`src/rtl/wsdefr_pkg.sv`:
```
// Shared types and constants for the WebSocket frame deframer.
// No dependencies; imported by websocket_frame_deframer_core.
package wsdefr_pkg;

  localparam int unsigned ByteW   = 8;
  localparam int unsigned OpcodeW = 7;
  localparam int unsigned LenW    = 16;
  localparam int unsigned KeyN    = 4;
  localparam int unsigned KeyIdxW = $clog2(KeyN);
  localparam int unsigned KindW   = 2;
  localparam int unsigned OutDataW = 16;

  localparam logic [6:0] Len7Ext16 = 7'd126;
  localparam logic [6:0] Len7Ext64 = 7'd127;

  typedef enum logic [KindW-1:0] {
    KIND_DATA   = 2'd0,
    KIND_EMPTY  = 2'd1,
    KIND_REJECT = 2'd2,
    KIND_ABORT  = 2'd3
  } kind_t;

  typedef struct packed {
    kind_t               kind;
    logic [ByteW-1:0]    data_byte;
    logic [OpcodeW-1:0]  opcode;
    logic                last;
  } result_t;

endpackage

```
`src/rtl/websocket_frame_deframer_core.sv`:
```
// WebSocket frame deframer: parses received bytes into payload and status words.
// Depends on wsdefr_pkg for widths, result kinds and the result struct.
//
//  channel | dir | tdata                              | tuser          | tlast
//  in_     | in  | [7:0] rx_byte                      | [0] link_abort | -
//  out_    | out | [7:0] data_byte, [14:8] opcode,    | [1:0] kind     | last
//          |     | [15] zero                          |                |
//
// One word is accepted per cycle; the accepting edge updates the parser state and
// loads any result into the output register, which offers it in the next cycle.
// The input is ready whenever the output register is empty or is being drained,
// so a stall on the output holds back the input only while a result is waiting.
// Reset (rst_n low, synchronous) returns the parser to the first header byte.
module websocket_frame_deframer_core
  import wsdefr_pkg::*;
(
  input  logic                clk,
  input  logic                rst_n,
  input  logic                in_tvalid,
  output logic                in_tready,
  input  logic [ByteW-1:0]    in_tdata,   // [7:0] rx_byte
  input  logic                in_tuser,   // [0] link_abort
  output logic                out_tvalid,
  input  logic                out_tready,
  output logic [OutDataW-1:0] out_tdata,  // [7:0] data_byte, [14:8] opcode, [15] zero
  output logic [KindW-1:0]    out_tuser,  // [1:0] kind
  output logic                out_tlast   // last
);

  typedef enum logic [2:0] {
    PH_HDR0  = 3'd0,
    PH_HDR1  = 3'd1,
    PH_LENHI = 3'd2,
    PH_LENLO = 3'd3,
    PH_KEY   = 3'd4,
    PH_DATA  = 3'd5
  } phase_t;

  phase_t               phase_r, phase_nxt;
  logic [OpcodeW-1:0]   opcode_r, opcode_nxt;
  logic                 masked_r, masked_nxt;
  logic [LenW-1:0]      len_r, len_nxt;
  logic [LenW-1:0]      cnt_r, cnt_nxt;
  logic [ByteW-1:0]     key_r [KeyN];
  logic [KeyIdxW-1:0]   kidx_r, kidx_nxt;
  logic                 key_we;

  logic                 out_valid_r;
  result_t              res_r, res_nxt;
  logic                 emit;
  logic                 accept;

  logic [6:0]           len7;
  logic [LenW-1:0]      len_after;
  logic                 len_known;
  logic [LenW-1:0]      cnt_inc;
  logic [ByteW-1:0]     key_sel;

  assign in_tready = !out_valid_r || out_tready;
  assign accept    = in_tvalid && in_tready;

  assign len7    = in_tdata[6:0];
  assign cnt_inc = cnt_r + LenW'(1);
  assign key_sel = masked_r ? key_r[cnt_r[KeyIdxW-1:0]] : '0;

  always_comb begin
    phase_nxt  = phase_r;
    opcode_nxt = opcode_r;
    masked_nxt = masked_r;
    len_nxt    = len_r;
    cnt_nxt    = cnt_r;
    kidx_nxt   = kidx_r;
    key_we     = 1'b0;
    emit       = 1'b0;
    len_known  = 1'b0;
    len_after  = len_r;
    res_nxt.kind      = KIND_DATA;
    res_nxt.data_byte = '0;
    res_nxt.opcode    = opcode_r;
    res_nxt.last      = 1'b0;

    if (in_tuser) begin
      if (phase_r != PH_HDR0) begin
        phase_nxt    = PH_HDR0;
        cnt_nxt      = '0;
        kidx_nxt     = '0;
        emit         = 1'b1;
        res_nxt.kind = KIND_ABORT;
      end
    end else begin
      unique case (phase_r)
        PH_HDR0: begin
          opcode_nxt = in_tdata[OpcodeW-1:0];
          phase_nxt  = PH_HDR1;
        end
        PH_HDR1: begin
          masked_nxt = in_tdata[ByteW-1];
          if (len7 == Len7Ext64) begin
            phase_nxt    = PH_HDR0;
            emit         = 1'b1;
            res_nxt.kind = KIND_REJECT;
          end else if (len7 == Len7Ext16) begin
            phase_nxt = PH_LENHI;
          end else begin
            len_after = LenW'(len7);
            len_known = 1'b1;
          end
        end
        PH_LENHI: begin
          len_nxt   = {in_tdata, {(LenW-ByteW){1'b0}}};
          phase_nxt = PH_LENLO;
        end
        PH_LENLO: begin
          len_after = len_r | LenW'(in_tdata);
          len_known = 1'b1;
        end
        PH_KEY: begin
          key_we = 1'b1;
          if (kidx_r == KeyIdxW'(KeyN - 1)) begin
            kidx_nxt = '0;
            cnt_nxt  = '0;
            if (len_r == '0) begin
              phase_nxt    = PH_HDR0;
              emit         = 1'b1;
              res_nxt.kind = KIND_EMPTY;
              res_nxt.last = 1'b1;
            end else begin
              phase_nxt = PH_DATA;
            end
          end else begin
            kidx_nxt = kidx_r + KeyIdxW'(1);
          end
        end
        PH_DATA: begin
          emit              = 1'b1;
          res_nxt.data_byte = in_tdata ^ key_sel;
          if (cnt_inc == len_r) begin
            res_nxt.last = 1'b1;
            phase_nxt    = PH_HDR0;
            cnt_nxt      = '0;
          end else begin
            cnt_nxt = cnt_inc;
          end
        end
        default: begin
          phase_nxt = PH_HDR0;
        end
      endcase

      // Length settled: start key collection, start payload, or report an empty frame.
      if (len_known) begin
        len_nxt = len_after;
        if (masked_nxt) begin
          kidx_nxt  = '0;
          phase_nxt = PH_KEY;
        end else begin
          cnt_nxt = '0;
          if (len_after == '0) begin
            phase_nxt    = PH_HDR0;
            emit         = 1'b1;
            res_nxt.kind = KIND_EMPTY;
            res_nxt.last = 1'b1;
          end else begin
            phase_nxt = PH_DATA;
          end
        end
      end
    end
  end

  always_ff @(posedge clk) begin
    if (!rst_n) begin
      phase_r     <= PH_HDR0;
      opcode_r    <= '0;
      masked_r    <= 1'b0;
      len_r       <= '0;
      cnt_r       <= '0;
      kidx_r      <= '0;
      out_valid_r <= 1'b0;
      for (int i = 0; i < KeyN; i++) begin
        key_r[i] <= '0;
      end
    end else begin
      if (accept) begin
        phase_r  <= phase_nxt;
        opcode_r <= opcode_nxt;
        masked_r <= masked_nxt;
        len_r    <= len_nxt;
        cnt_r    <= cnt_nxt;
        kidx_r   <= kidx_nxt;
        if (key_we) begin
          key_r[kidx_r] <= in_tdata;
        end
        out_valid_r <= emit;
      end else if (out_tready) begin
        out_valid_r <= 1'b0;
      end
    end
  end

  always_ff @(posedge clk) begin
    if (accept && emit) begin
      res_r <= res_nxt;
    end
  end

  assign out_tvalid = out_valid_r;
  assign out_tdata  = {1'b0, res_r.opcode, res_r.data_byte};
  assign out_tuser  = res_r.kind;
  assign out_tlast  = res_r.last;

endmodule

```
`config.mk`:
```
export PLATFORM = sky130hd
export DESIGN_NAME = websocket_frame_deframer_core
export DESIGN_NICKNAME = d
export VERILOG_FILES = /design/src/rtl/wsdefr_pkg.sv /design/src/rtl/websocket_frame_deframer_core.sv
export SDC_FILE = /design/constraint.sdc
export NUM_CORES = 1
export LEC_CHECK = 0
export BUFFER_PORTS_ARGS = -buffer_cell sky130_fd_sc_hd__buf_2
export CAP_MARGIN = 5
export CORE_MARGIN = 5
export CORE_UTILIZATION = 36
export DETAILED_ROUTE_END_ITERATION = 12
export PLACE_DENSITY = 0.54
export RECOVER_POWER = 100
export SYNTH_ARGS = -nofsm -noshare
export SYNTH_HDL_FRONTEND = slang
export SYNTH_SLANG_ARGS = --single-unit
```
`constraint.sdc`:
```
create_clock -name clk -period 3.1 [get_ports clk]
set_clock_uncertainty 0.15 [all_clocks]
set_input_delay 0.155 -clock clk [delete_from_list [all_inputs] [get_ports clk]]
set_output_delay 0.155 -clock clk [all_outputs]
set_load 0.01 [all_outputs]
```
==> impl_metrics.env <==
export IMPL_cpPeakStageDelay_ps=590
export IMPL_ys_ff_latch=98
export IMPL_relSlewSlack=0.5150
export IMPL_post_dp_hpwl_mm=9.942
export IMPL_layout_area_seq_um2=2479
export IMPL_final_min_period_over_clock_period=0.9936
export IMPL_routed_wl_mm=13.85
export IMPL_finalHoldViolations=0
export IMPL_met2_usage=0.2554
export IMPL_fin_worst_hold_slack_ps=44.11
export IMPL_die_w_um=131.4
export IMPL_area_of_the_multi_input_gates_um2=2567
export IMPL_die_y_um=131.4
export IMPL_grt_max_degree=38
export IMPL_cpMostUsedCell="or4_4"
export IMPL_tritoncts_num_sinks=98
export IMPL_synthFlopType="edfxtp_1"
export IMPL_synth_cell_area_um2=5305
export IMPL_yosysTopAreaCellShare=0.2830
export IMPL_use_met3=0.03287
export IMPL_worst_setup_path_start_kind="register"
export IMPL_final_cell_mix="nand2_1, nor2_1, edfxtp_1, dfxtp_1, buf_4"
export IMPL_met1_track_utilization_from_global_routing=0.2224
export IMPL_power_total_mw=2.675
export IMPL_ys_seq_area_frac=0.4642
export IMPL_initial_core_util=0.3664
export IMPL_dr_first_iter_drc_count=387
export IMPL_share_of_final_layout_standard_cells_stronger_than_drive_strength_1=0.1730
export IMPL_finalWorstSetupSlack_ps=19.86
export IMPL_report_final_slew_viol_count=0
export IMPL_grt_pass1_vias=4098
export IMPL_worst_path_required_time_ps=3180
export IMPL_area_growth_syn_to_layout_pct=13.96
export IMPL_cell_count_after_placement=768
export IMPL_critical_path_max_fanout=4
export IMPL_fmax_mhz=324.7
export IMPL_busiest_layer="met2"
export IMPL_grt_remaining_overflow=0
export IMPL_cts_tree="built"
export IMPL_power_density_nw_per_um2=442.5
export IMPL_post_synth_inst_count=553
export IMPL_io_pins=34
export IMPL_vias=4261
export IMPL_hold_class="in -> reg"
export IMPL_cts_clk_slew_worst_paths_ps=70
export IMPL_worst_slew_pin_transition_ps=726.5
export IMPL_drcViolationCount=0
export IMPL_slowest_stage="or4_4"
export IMPL_post_synth_edffs=50
export IMPL_count_of_final_setup_violators=0
export IMPL_layout_filler_cells=1402
export IMPL_num_rows=44
export IMPL_setup_repair_after_global_routing_missed_its_margin="true"
export IMPL_cp_end_kind="register"
export IMPL_layout_commonest_cell="nand2_1"
export IMPL_drt_pass1_iter_count=7
export IMPL_synth_async_reset_ratio=0
export IMPL_core_area_um2=14480
export IMPL_post_drt_wl_per_cell_um=17.64
export IMPL_cts_made_buffers=9
export IMPL_synth_area_leader_cell="edfxtp_1"
export IMPL_clock_latency_ps=350
export IMPL_number_of_antenna_violations_at_the_first_check_in_global_routing=0
export IMPL_highest_ir_drop_seen_on_vdd_mv=0.2950
export IMPL_finish_net_count=611
export IMPL_worst_setup_path_type="reg -> reg"
export IMPL_htreeDepth=3
export IMPL_run_status="finished, final reports clean"
export IMPL_finalNonFillerCells=785
export IMPL_track_usage=0.1611
export IMPL_clock_tree_root_cell="clkbuf_16"
export IMPL_post_synthesis_net_count=568
export IMPL_synthDistinctLibCells=68
export IMPL_numPortBuffers=32
export IMPL_synth_area_top_cells="edfxtp_1, dfxtp_1, and2_1, nand2_1, nor2_1"
export IMPL_finalCriticalPeriod_ps=3080
export IMPL_gp_routability_congestion=0.8590
export IMPL_placement_setup_worst_slack_ps=-73.61
export IMPL_antennaDiodeCount=0
export IMPL_total_leakage_power_nw=2.118
export IMPL_wire_length_of_the_first_global_routing_pass_mm=22.34
export IMPL_synth_warning_count=0
export IMPL_layout_core_utilization=0.4176
export IMPL_critPathArrivalTime_ps=3160
export IMPL_ant_nets=0
export IMPL_detail_route_vias_per_cell=5.428
export IMPL_cts_root_to_sink_buffers=2
export IMPL_die_area_um2=17260
export IMPL_synthesis_area_per_instance_um2=9.593
export IMPL_cap_viol_max_count=0
export IMPL_crit_chain="nand4_1, or4_4, xnor2_1, or4_4, or4_4, a211o_4, mux2i_1"
-- sequential cells by signal (all words and copies together) (netlist names), named ones only --
name and flops:
key_r 32, phase_r 3, masked_r 1, out_tuser 2, out_tlast 1, len_r 16, cnt_r 16, out_tdata 15
opcode_r 7, kidx_r 2, out_tvalid 1
-- stage by stage --
stage	setup TNS, ps	cell area (µm²)
after global routing	-309.8	6046
after CTS	-23.89	6090
after detailed placement	-201.1	5771
after floorplan	0	5338
final	0	6046
after global placement	0	5771
-- layer usage --
| layer | share of wire | up-vias |
|---|---|---|
| li1 | - | 2080 |
| met1 | 0.46 | 2048 |
| met2 | 0.46 | 119 |
| met3 | 0.061 | 14 |
| met4 | 0.015 | 0 |
| met5 | 0 | - |
-- synth_stat cells (4+ instances only) --
cell and instances:
a211oi_1 9, a21o_1 4, a21oi_1 31, a22oi_1 14
a31oi_1 9, and2_1 39, and4_4 4, buf_6 7
clkbuf_1 22, clkbuf_8 5, dfxtp_1 48, edfxtp_1 50
inv_1 9, mux2i_1 6, mux4_2 8, nand2_1 59
nand2b_1 5, nand3_1 23, nand4_1 9, nor2_1 57
nor2b_1 5, nor3_1 9, nor4_1 5, o211ai_1 6
o21ai_0 19, o21ai_1 7, or2_2 4, or4_1 6
xnor2_1 9, xor2_1 12
-- final timing paths --
check / from / end / slack, ps / cells after the start
hold reg to reg: opcode_r[2]$_SDFFE_PN0P_ / out_tdata[10]$_DFFE_PP_ / 280 / 0
setup / recovery: cnt_r[5]$_SDFFE_PN0P_ / phase_r[0]$_SDFFE_PN0P_ / 20 / 7
hold / removal: in_tdata[0] / opcode_r[0]$_SDFFE_PN0P_ / 40 / 3
setup reg to reg: cnt_r[5]$_SDFFE_PN0P_ / phase_r[0]$_SDFFE_PN0P_ / 20 / 7
-- power by group --
part / total [mW] / leakage [nW] / internal [mW] / switching (mW)
Combinational: 0.191 / 1.08 / 0.0626 / 0.128
Sequential: 1.40 / 0.892 / 1.39 / 0.0157
Clock: 1.08 / 0.141 / 0.560 / 0.522
-- cell type report --
class                   count  share of cell area
inverters                  10            0.006209
clock inverters             7             0.01014
well taps                 184             0.03808
repair buffers             75             0.07368
flip-flops and latches     98              0.4100
multi-input cells         402              0.4247
clock buffers               9             0.03725
-- critical path, delay by kind of cell (launching register included) --
kind / cells / cell delay [ps]
AOI/OAI and AO/OA: 1 / 370
xor gates and xnor gates: 1 / 140
DFF: 1 / 330
muxes: 1 / 120
and+or+nand+nor: 4 / 1850
-- repair_timing --
action,CTS,global route
hold endpoints to repair,0,0
pin swaps,8,4
hold buffers,0,0
setup endpoints to repair,3,15
buffers inserted,1,0
resized for setup,8,3
-- logic make-up (layout without fill, tap and decap cells) --
logic type | count (synthesis) | in the layout | synth area share
simple gates | 239 | 239 | 0.2295
compound gates | 120 | 120 | 0.1467
flops | 98 | 98 | 0.4642
buf+inv | 53 | 101 | 0.06085
xor+xnor | 23 | 23 | 0.04198
mux | 16 | 16 | 0.04953
fa+ha+maj | 3 | 3 | 0.006603
other cells | 1 | 1 | 0.0007069
No activity file was read; power rests on OpenSTA's default activity.
